### src/hdl/mse_pkg.sv
package mse_pkg;

    // Width of one element and default store capacity.
    localparam int DATA_W    = 32;
    localparam int DEPTH_DEF = 64;

    // Sequencer states of the sort engine.
    typedef enum logic [2:0] {
        S_IDLE,
        S_SETUP,
        S_MERGE,
        S_OUT_RD,
        S_OUT_SHOW
    } t_state;

endpackage

### src/hdl/mse_cmp.sv
module mse_cmp
    import mse_pkg::*;
(
    input  logic              i_left_avail,
    input  logic              i_right_avail,
    input  logic [DATA_W-1:0] i_left,
    input  logic [DATA_W-1:0] i_right,
    output logic              o_take_left
);

    // The left run wins ties, and an exhausted run never wins.
    assign o_take_left = i_left_avail &&
                         (!i_right_avail || ($signed(i_left) <= $signed(i_right)));

endmodule

### config.mk
export PLATFORM = sky130hd
export DESIGN_NAME = mse_cmp
export DESIGN_NICKNAME = d
export VERILOG_FILES = /design/src/hdl/mse_pkg.sv /design/src/hdl/mse_cmp.sv
export SDC_FILE = /design/constraint.sdc
export NUM_CORES = 1
export LEC_CHECK = 0
export BUFFER_PORTS_ARGS = -buffer_cell sky130_fd_sc_hd__buf_2
export CAP_MARGIN = 20
export CORE_ASPECT_RATIO = 0.75
export CORE_UTILIZATION = 35
export DETAILED_ROUTE_END_ITERATION = 8
export PLACE_DENSITY = 0.72
export REMOVE_ABC_BUFFERS = 1
export SYNTH_ARGS = -nofsm -noshare
export SYNTH_HDL_FRONTEND = slang
export SYNTH_SLANG_ARGS = --single-unit
### constraint.sdc
create_clock -name vclk -period 3.5
set_input_delay 0.7 -clock vclk [all_inputs]
set_output_delay 0.7 -clock vclk [all_outputs]
set_load 0.02 [all_outputs]
# == Word level (Yosys, flattened, before mapping) ==
# Cells that the tools add are included.
# totals
ff_bits,0
in_bits,66
output_inout_bits,1
word_cells,4
# classes
magnitude_cmp,1
reduce_logical,3
# ops
op,n
less-or-equal comparator 32 bit,1
logical AND 1 bit,1
zero test 1 bit,1
logical OR 1 bit,1

# == Longest topological paths before layout ==
# depth
word_depth,3
mapped_depth,7
depth_no_buf,7

# == Least setup slack after synthesis ==
# OpenSTA, ideal clock, no wires.
# synth_path
path_type,input-to-output
start,in i_right[30]
end,out o_take_left
arrival_ns,2.345
required_ns,2.800
path_slack_ns,0.455
path_stages,7
path_buffers,0
path_cell_list,inv_1 -> ha_1 -> nand4_2 -> or4_1 -> o211ai_1 -> a311oi_1 -> and4b_1
# synth_via
elab_chain_cells,3
# synth_rtl
item,line_no,rtl
"start, declared",mse_cmp.sv:7,"input logic [DATA_W-1:0] i_right,"
less-or-equal comparator 32 bit,mse_cmp.sv:13,(!i_right_avail || ($signed(i_left) <= $signed(i_right)));
logical OR 1 bit,mse_cmp.sv:13,
logical AND 1 bit,mse_cmp.sv:12,assign o_take_left = i_left_avail &&
"end, declared",mse_cmp.sv:8,output logic o_take_left
# Every way passes these cells.

# == Worst setup path in the final report ==
# Ends and elaborated chain as after synthesis.

==> results.cfg <==
[setup_path]
cp_max_fo = 4
crit_start = i_right[30]
worst_setup_path_start_kind = input pin
cp-end-kind = output port
worstPathRequired_ns = 2.80
path_class = input pin to output port
cp.arrival_ns = 2.59

[timing]
tightest_slew_ns = 0.339
finalSetupViolCount = 0
period_needed_ns = 3.29
finalCritPeriodShare = 0.941
slew_violations = 0
hold_viol = 0
maxSlewHeadroom = 0.774
fin_tns_setup_ns = 0
rsz0062_at_grt = false
clock.fmax_ghz = 0.304

[power_and_ir_drop]
powerDensity_nw_per_um2 = 99.8
finalPower_uw = 123
p_leak_uw = 0.000776
max-vdd-ir-drop_v = 0.0000398

[routing]
ant_nets = 0
via_per_inst = 4.78
drt_iter0_markers = 16
drc = 0
post_drt_wl_per_cell_um = 9.32
wl_um = 2060
vias = 1056
drtPass1Iterations = 4

[floorplan]
die_width_um = 59.2
boundaryPins = 67
rows = 15
start_util = 0.372
die_area_um2 = 2660
core_area_um2 = 2310
die_h_um = 44.9

[finish]
layout_commonest_cell = buf_2
final_nets = 287
fill_cells = 229
area_growth_pct = 44.0
layout_common_cells = 67 x buf_2, 33 x inv_1, 32 x ha_1
fin_cells = 221
n_antenna_cell = 0
nClkBuffers = 0
nFlopsAndLatches = 0
layout-drive-gt1-share = 0.380
regArea_um2 = 0

[global_routing]
antenna_found_initial = 0
met3_usage = 0.0115
grt_max_degree = 5
met1_usage = 0.182
grt_overflow = 0
grt_busiest_layer = met2
track_usage = 0.168
grt_pass1_wl_um = 3630
grt_pass1_vias = 1007
grtUsageMet2 = 0.366

[place]
port_buffers = 67
place_hpwl_um = 1990
gp_congestion = 0.751
dp_cells = 221

[synthesis]
yosysTopAreaCell = ha_1
synth_top_area_frac = 0.466
syn_inst = 120
synth_area_um2 = 858
yosysWarnings = 0
ys_seq_area_frac = 0
ys_types = 21
syn_area_per_cell_um2 = 7.15
synth.area.top_cells = ha_1 47%, inv_1 14%, a21oi_1 7.6%

[hold_path]
min_from = i_left_avail
holdPathStages = 3
hold_class = input pin to output port

[clock_network]
post_cts_resized = 0
post-cts-setup-buffers = 0
cts_hold_buf = 0

[outcome]
outcome = finished clean

[flow_run]
drv_cap = 0
-- routing by layer --
layer | up-vias | part of all wire
li1 | 559 | -
met1 | 453 | 0.41
met2 | 44 | 0.51
met3 | 0 | 0.072
met4 | 0 | 0
met5 | - | 0
-- final timing paths --
path  slack (ns)     endpoint
max         0.21  o_take_left
min         1.80  o_take_left
-- cell type report --
class,instances,area [um2],area share
inverters,33,124,0.100
well taps,34,42.5,0.0344
multi-input cells,87,734,0.594
repair buffers,67,335,0.271
-- where the power goes --
group | total [uW] | switching (uW) | internal (uW) | leakage [uW]
Combinational | 123 | 58.1 | 65.3 | 0.000776
Sequential | 0 | 0 | 0 | 0
Clock | 0 | 0 | 0 | 0
-- critical path: stages --
cell      delay (ns)
buf_2           0.07
inv_1           0.03
ha_1            0.32
nand4_2         0.15
or4_1           0.56
o211ai_1        0.25
a311oi_1        0.07
and4b_1         0.26
buf_2           0.16
-- Yosys cell counts --
cell and n:
and4b_1 1, a221oi_1 2, nor3_1 1, or4_1 2
nand2_1 8, nand4bb_1 1, a21oi_1 13, a21o_2 1
nand4_2 2, ha_1 32, inv_1 33, nor2b_1 1
a22oi_1 1, o211ai_1 2, nor2_1 3, nand3_1 2
or2b_2 1, a2111o_1 1, nand4_1 6, o21ai_0 6
a311oi_1 1
-- logic make-up (layout without fill, tap and decap cells) --
logic type | count (synthesis) | count (layout) | synth area share
buf+inv | 33 | 100 | 0.144
fa+ha+maj | 32 | 32 | 0.466
simple gates | 28 | 28 | 0.198
compound gates | 27 | 27 | 0.191
-- per-stage QoR --
stage | hold WS [ns] | util | area [um2] | worst slack, ns
after detailed placement | 1.80 | 0.536 | 1240 | 0.220
after floorplan | 1.62 | - | 858 | 0.455
after global placement | 1.81 | 0.536 | 1240 | 0.276
final | 1.80 | 0.536 | 1240 | 0.208
after global routing | 1.82 | 0.536 | 1240 | 0.0967
after CTS | 1.80 | 0.536 | 1240 | 0.216
(Power assumes the default switching activity.)
