### src/hdl/mse_pkg.sv
package mse_pkg;

    // Width of one element and default store capacity.
    localparam int DATA_W    = 32;
    localparam int DEPTH_DEF = 64;

    // Sequencer states of the sort engine.
    typedef enum logic [2:0] {
        S_IDLE,
        S_SETUP,
        S_MERGE,
        S_OUT_RD,
        S_OUT_SHOW
    } t_state;

endpackage

### src/hdl/mse_bank.sv
module mse_bank
    import mse_pkg::*;
#(
    parameter int DEPTH = DEPTH_DEF,
    parameter int AW    = $clog2(DEPTH)
) (
    input  logic              i_clk,
    input  logic              i_we,
    input  logic [AW-1:0]     i_waddr,
    input  logic [DATA_W-1:0] i_wdata,
    input  logic [AW-1:0]     i_raddr_a,
    input  logic [AW-1:0]     i_raddr_b,
    output logic [DATA_W-1:0] o_rdata_a,
    output logic [DATA_W-1:0] o_rdata_b
);

    logic [DATA_W-1:0] r_mem [DEPTH];
    logic [DATA_W-1:0] r_rdata_a;
    logic [DATA_W-1:0] r_rdata_b;

    // One write port.
    always_ff @(posedge i_clk) begin
        if (i_we) begin
            r_mem[i_waddr] <= i_wdata;
        end
    end

    // Two read ports with registered data.
    always_ff @(posedge i_clk) begin
        r_rdata_a <= r_mem[i_raddr_a];
        r_rdata_b <= r_mem[i_raddr_b];
    end

    assign o_rdata_a = r_rdata_a;
    assign o_rdata_b = r_rdata_b;

endmodule

### config.mk
export PLATFORM = sky130hd
export DESIGN_NAME = mse_bank
export DESIGN_NICKNAME = d
export VERILOG_FILES = /design/src/hdl/mse_pkg.sv /design/src/hdl/mse_bank.sv
export SDC_FILE = /design/constraint.sdc
export NUM_CORES = 2
export LEC_CHECK = 0
export BUFFER_PORTS_ARGS = -buffer_cell sky130_fd_sc_hd__buf_4
export CORE_MARGIN = 1
export CORE_UTILIZATION = 35
export DETAILED_ROUTE_END_ITERATION = 10
export PLACE_DENSITY = 0.46
export SLEW_MARGIN = 20
export SYNTH_ARGS = -nofsm -noshare
export SYNTH_HDL_FRONTEND = slang
export SYNTH_SLANG_ARGS = --single-unit
### constraint.sdc
create_clock -name i_clk -period 6 [get_ports i_clk]
set_clock_uncertainty 0.1 [all_clocks]
set_input_delay 0 -clock i_clk [delete_from_list [all_inputs] [get_ports i_clk]]
set_output_delay 0 -clock i_clk [all_outputs]
set_load 0.1 [all_outputs]
# Word level (Yosys, flattened, before mapping)
# Memory sizes are Yosys's and may differ from the RTL's. A register that Yosys moved wholly into a read port is not among the register bits.
# Index checks and enable logic that the tools add are counted.
[classes]
n_mux = 2
[ops]
columns = ["operator", "count"]
rows = [
  ["$mux 1", 2],
]
[word_totals]
input_bits = 52
output_inout_bits = 64
wordCells = 3
n_memories = 1
mem_bits_rw = 2048
ff_bits = 0
[memory_table]
columns = ["name", "depth", "width", "read_ports", "rd_ports_with_merged_regs", "write_ports", "line_no", "rtl"]
rows = [
  ["r_mem", 64, 32, 2, 2, 1, "mse_bank.sv:17", "logic [DATA_W-1:0] r_mem [DEPTH];"],
]

# Depth between registers and ports, before layout
[logic_depth]
word_depth = 2
ltp_mapped = 10
mapped_depth_nobuf = 5

# Worst setup path after synthesis
# No wires, ideal clock.
[synth_timing]
path_kind = "input-to-reg"
start = "input port i_waddr[3]"
end = "memory r_mem[48][0] (enable)"
t_required_ns = 5.439
setup_ns = 0.461
cell_stages = 4
path_buffers = 1
arrival_time_ns = 2.730
slack_ns = 2.709
cell_sequence = "clkbuf_1 > nor2b_1 > nand4b_1 > nor3_1"
[synth_lines]
columns = ["item", "line_no", "rtl"]
rows = [
  ["from (decl)", "mse_bank.sv:9", "input logic [AW-1:0] i_waddr,"],
  ["to (decl)", "mse_bank.sv:17", ""],
]
# No word-level cell before the write port.

==> metrics.yaml <==
setup_path:
  cp.required_ns: 6.70
  worst-path-buf-inv: 5
  worstReg2RegEnd: "o_rdata_a[6]"
  worstPathArrival_ns: 4.00
  worst-path-max-fanout: 56
  cp-end-kind: "flop"
  crit_chain: "buf_8, buf_4, buf_4, mux4_2, mux2_2, o211ai_1, dlygate4sd3_1, a21oi_1, dlygate4sd3_1"
  worst_path_max_delay_cell: "buf_4"
  critical_path_class: "input pin to flop"
  cpPeakStageDelay_ns: 0.67
  worst-r2r-setup-slack_ns: 3.16
  timing.rr.start: "r_mem[27][6]"
  reg2reg_depth: 6
  startpoint: "i_raddr_b[0]"
  startpoint_type: "input pin"
  path_delay_family: "buffers and inverters"
synthesis:
  seq_area_frac_synth_pct: 65.6
  syn_area_per_cell_um2: 21.7
  synth_cell_types: 38
  synth_nets: 4464
  syn_inst: 4412
  synth_ff_type: "edfxtp_1"
  synth_edf_count: 2048
  ys_ff_latch: 2112
  netlist_area_um2: 95700
  yosysWarnings: 0
  ys_async_sr_fraction_pct: 0
power_and_ir_drop:
  power_density_nw_per_um2: 313
  irDropWorstVdd_mv: 0.230
  p_comb_share_pct: 9.4
  power_frac_seq_pct: 47.8
  p_sw_w: 0.00829
  intPower_w: 0.0261
  swShare_pct: 24.1
  p_leak_nw: 34.2
  clkPwrFrac_pct: 42.7
layout:
  final_layout_size_suffix_gt1_share_pct: 38.8
  final_nets: 4704
  post-route-util_pct: 40.5
  nFillCells: 23700
  multi_input_area_um2: 31700
  seqCellArea_um2: 62800
  design_area_um2: 110000
  area_delta_synth_final_pct: 14.9
clock_network:
  post_cts_buffers: 0
  clock_sinks: 2112
  htree_levels: 4
  clk_latency_ns: 0.91
  cts_tree: "yes"
  clockBufferDepth: 4
  root_buffer: "clkbuf_16"
  hold_buffers: 57
  clk_pin_slew_worst_paths_ns: 0.06
  cts_resized: 0
  cts_made_buffers: 237
floorplan:
  die-height_um: 525
  ios: 116
  core_um2: 271000
  initial_utilization_pct: 35.3
  rows: 191
  dieArea_um2: 275000
  die_w_um: 525
routing:
  drt_wl_total_um: 339000
  drc: 0
  dr.pass1.iters: 5
  drt_iter0_markers: 5776
  wl_per_cell_um: 40.3
  vias_per_cell: 6.13
  route.vias.total: 51700
  postRouteAntennaNets: 0
sta:
  tns_ns: 0
  finalCritPeriodShare_pct: 55.1
  setup_viol: 0
  period_minus_slack_ns: 3.31
  timing.final.ws_setup_ns: 2.69
  rsz0062_at_grt: "no"
  worst_pin_slew_ns: 1.18
  finalHoldWorstSlack_ns: 0.0987
  relSlewSlack_pct: 20.6
  hold_viol_final: 0
  finalMaxSlewViolations: 0
  fmax_ghz: 0.302
global_routing:
  grt_overflow: 0
  grt_antenna_before_repair: 28
  grtUsageTotal_pct: 24.5
  grt_pass1_vias: 53100
  grt_pass1_wl_um: 463000
  grt_max_degree: 93
flow_run:
  maxCapViolCount: 0
placement:
  place_area_um2: 102000
  portBuffers: 115
  dp_hpwl_um: 198000
  gp_congestion: 0.798
  placement.setup.worst_slack_ns: 2.27
hold_path:
  min_to: "r_mem[52][30]"
  hold-path-cell-count: 2
  worstHoldPathType: "input pin to flop"
  min-delay-start: "i_wdata[30]"
run_status:
  outcome: "finished, final reports clean"
==> state kept, by name, summed over array words and instances (netlist names) <==
register and count:
o_rdata_b 32, o_rdata_a 32, r_mem 2048
==> power groups by stage <==
stage               clock network [W]  logic [W]  registers, W
floorplan                           0    0.00156        0.0172
global placement                    0    0.00322        0.0168
detailed placement                  0    0.00322        0.0168
CTS                            0.0150    0.00327        0.0165
global route                   0.0155    0.00340        0.0165
finish                         0.0147    0.00325        0.0165
==> stage by stage <==
step                      power, W  cells
after detailed placement    0.0200   7923
after CTS                   0.0347   8417
final                       0.0344   8427
after global routing        0.0354   8423
after floorplan             0.0187   4412
after global placement      0.0200   7919
==> final cells by class <==
type	count	area share [%]
diodes	7	0.0159
clock buffers	296	5.76
clock inverters	141	1.30
inverters	1	0.00342
multi-input cells	1952	28.8
flip-flops and latches	2112	57.1
well taps	3570	4.06
repair buffers	348	2.93
==> cell usage after synthesis, types with 3 or more instances <==
cell,number,area share (%)
nand3_1,9,0.047
nor3_1,3,0.016
edfxtp_1,2048,64
a22oi_1,85,0.67
a221oi_1,13,0.12
mux2_2,36,0.42
a32oi_1,9,0.082
o211ai_1,27,0.21
o21ai_1,31,0.16
nand3b_1,6,0.047
nor2b_1,19,0.12
or2_2,3,0.020
a211oi_1,15,0.12
nand2_1,93,0.36
buf_6,11,0.13
o21ai_0,18,0.094
buf_4,55,0.43
buf_2,121,0.63
buf_1,25,0.098
a21oi_1,58,0.30
mux4_2,1124,26
o32a_1,9,0.094
o22ai_1,56,0.37
clkbuf_1,135,0.53
nand2b_1,8,0.052
mux2i_1,204,2.1
dfxtp_1,64,1.3
nor2_1,94,0.37
o221ai_1,16,0.15
and2_1,6,0.039
==> logic make-up after synthesis <==
| kind of cell | after synthesis | synth area share [%] |
|---|---|---|
| compound gates | 340 | 2.39 |
| mux | 1364 | 29.0 |
| buf+inv | 348 | 1.83 |
| simple gates | 248 | 1.13 |
| flops | 2112 | 65.6 |
==> layer usage <==
metal	vias to the layer above	wire length [um]	GRT usage [%]
li1	20000	-	-
met3	414	24800	4.75
met2	2055	162000	39.3
met4	12	9120	6.49
met5	-	81	0
met1	29100	144000	34.2
==> cells in the final DEF (no fill, tap or decap), types with 55 or more instances in the layout <==
master and n:
mux4_2 1124, edfxtp_1 2048, mux2i_1 204, a21oi_1 58, nor2_4 63, dfxtp_1 64, nand2_1 91, buf_4 249
a22oi_1 85, dlygate4sd3_1 57, clkinv_2 55, clkbuf_16 241, o22ai_1 56
==> how the worst max path moves through the flow <==
stage / slack, ns / depth (start not counted) / endpoint
2_1_floorplan: 2.71 / 4 / r_mem[48][0]
3_3_place_gp: 2.27 / 6 / o_rdata_b[19]
3_5_place_dp: 2.27 / 7 / o_rdata_b[19]
4_1_cts: 2.70 / 9 / o_rdata_a[6]
5_1_grt: 2.49 / 9 / o_rdata_b[28]
6_report: 2.69 / 9 / o_rdata_b[28]
Power figures use the tool's default switching activity.
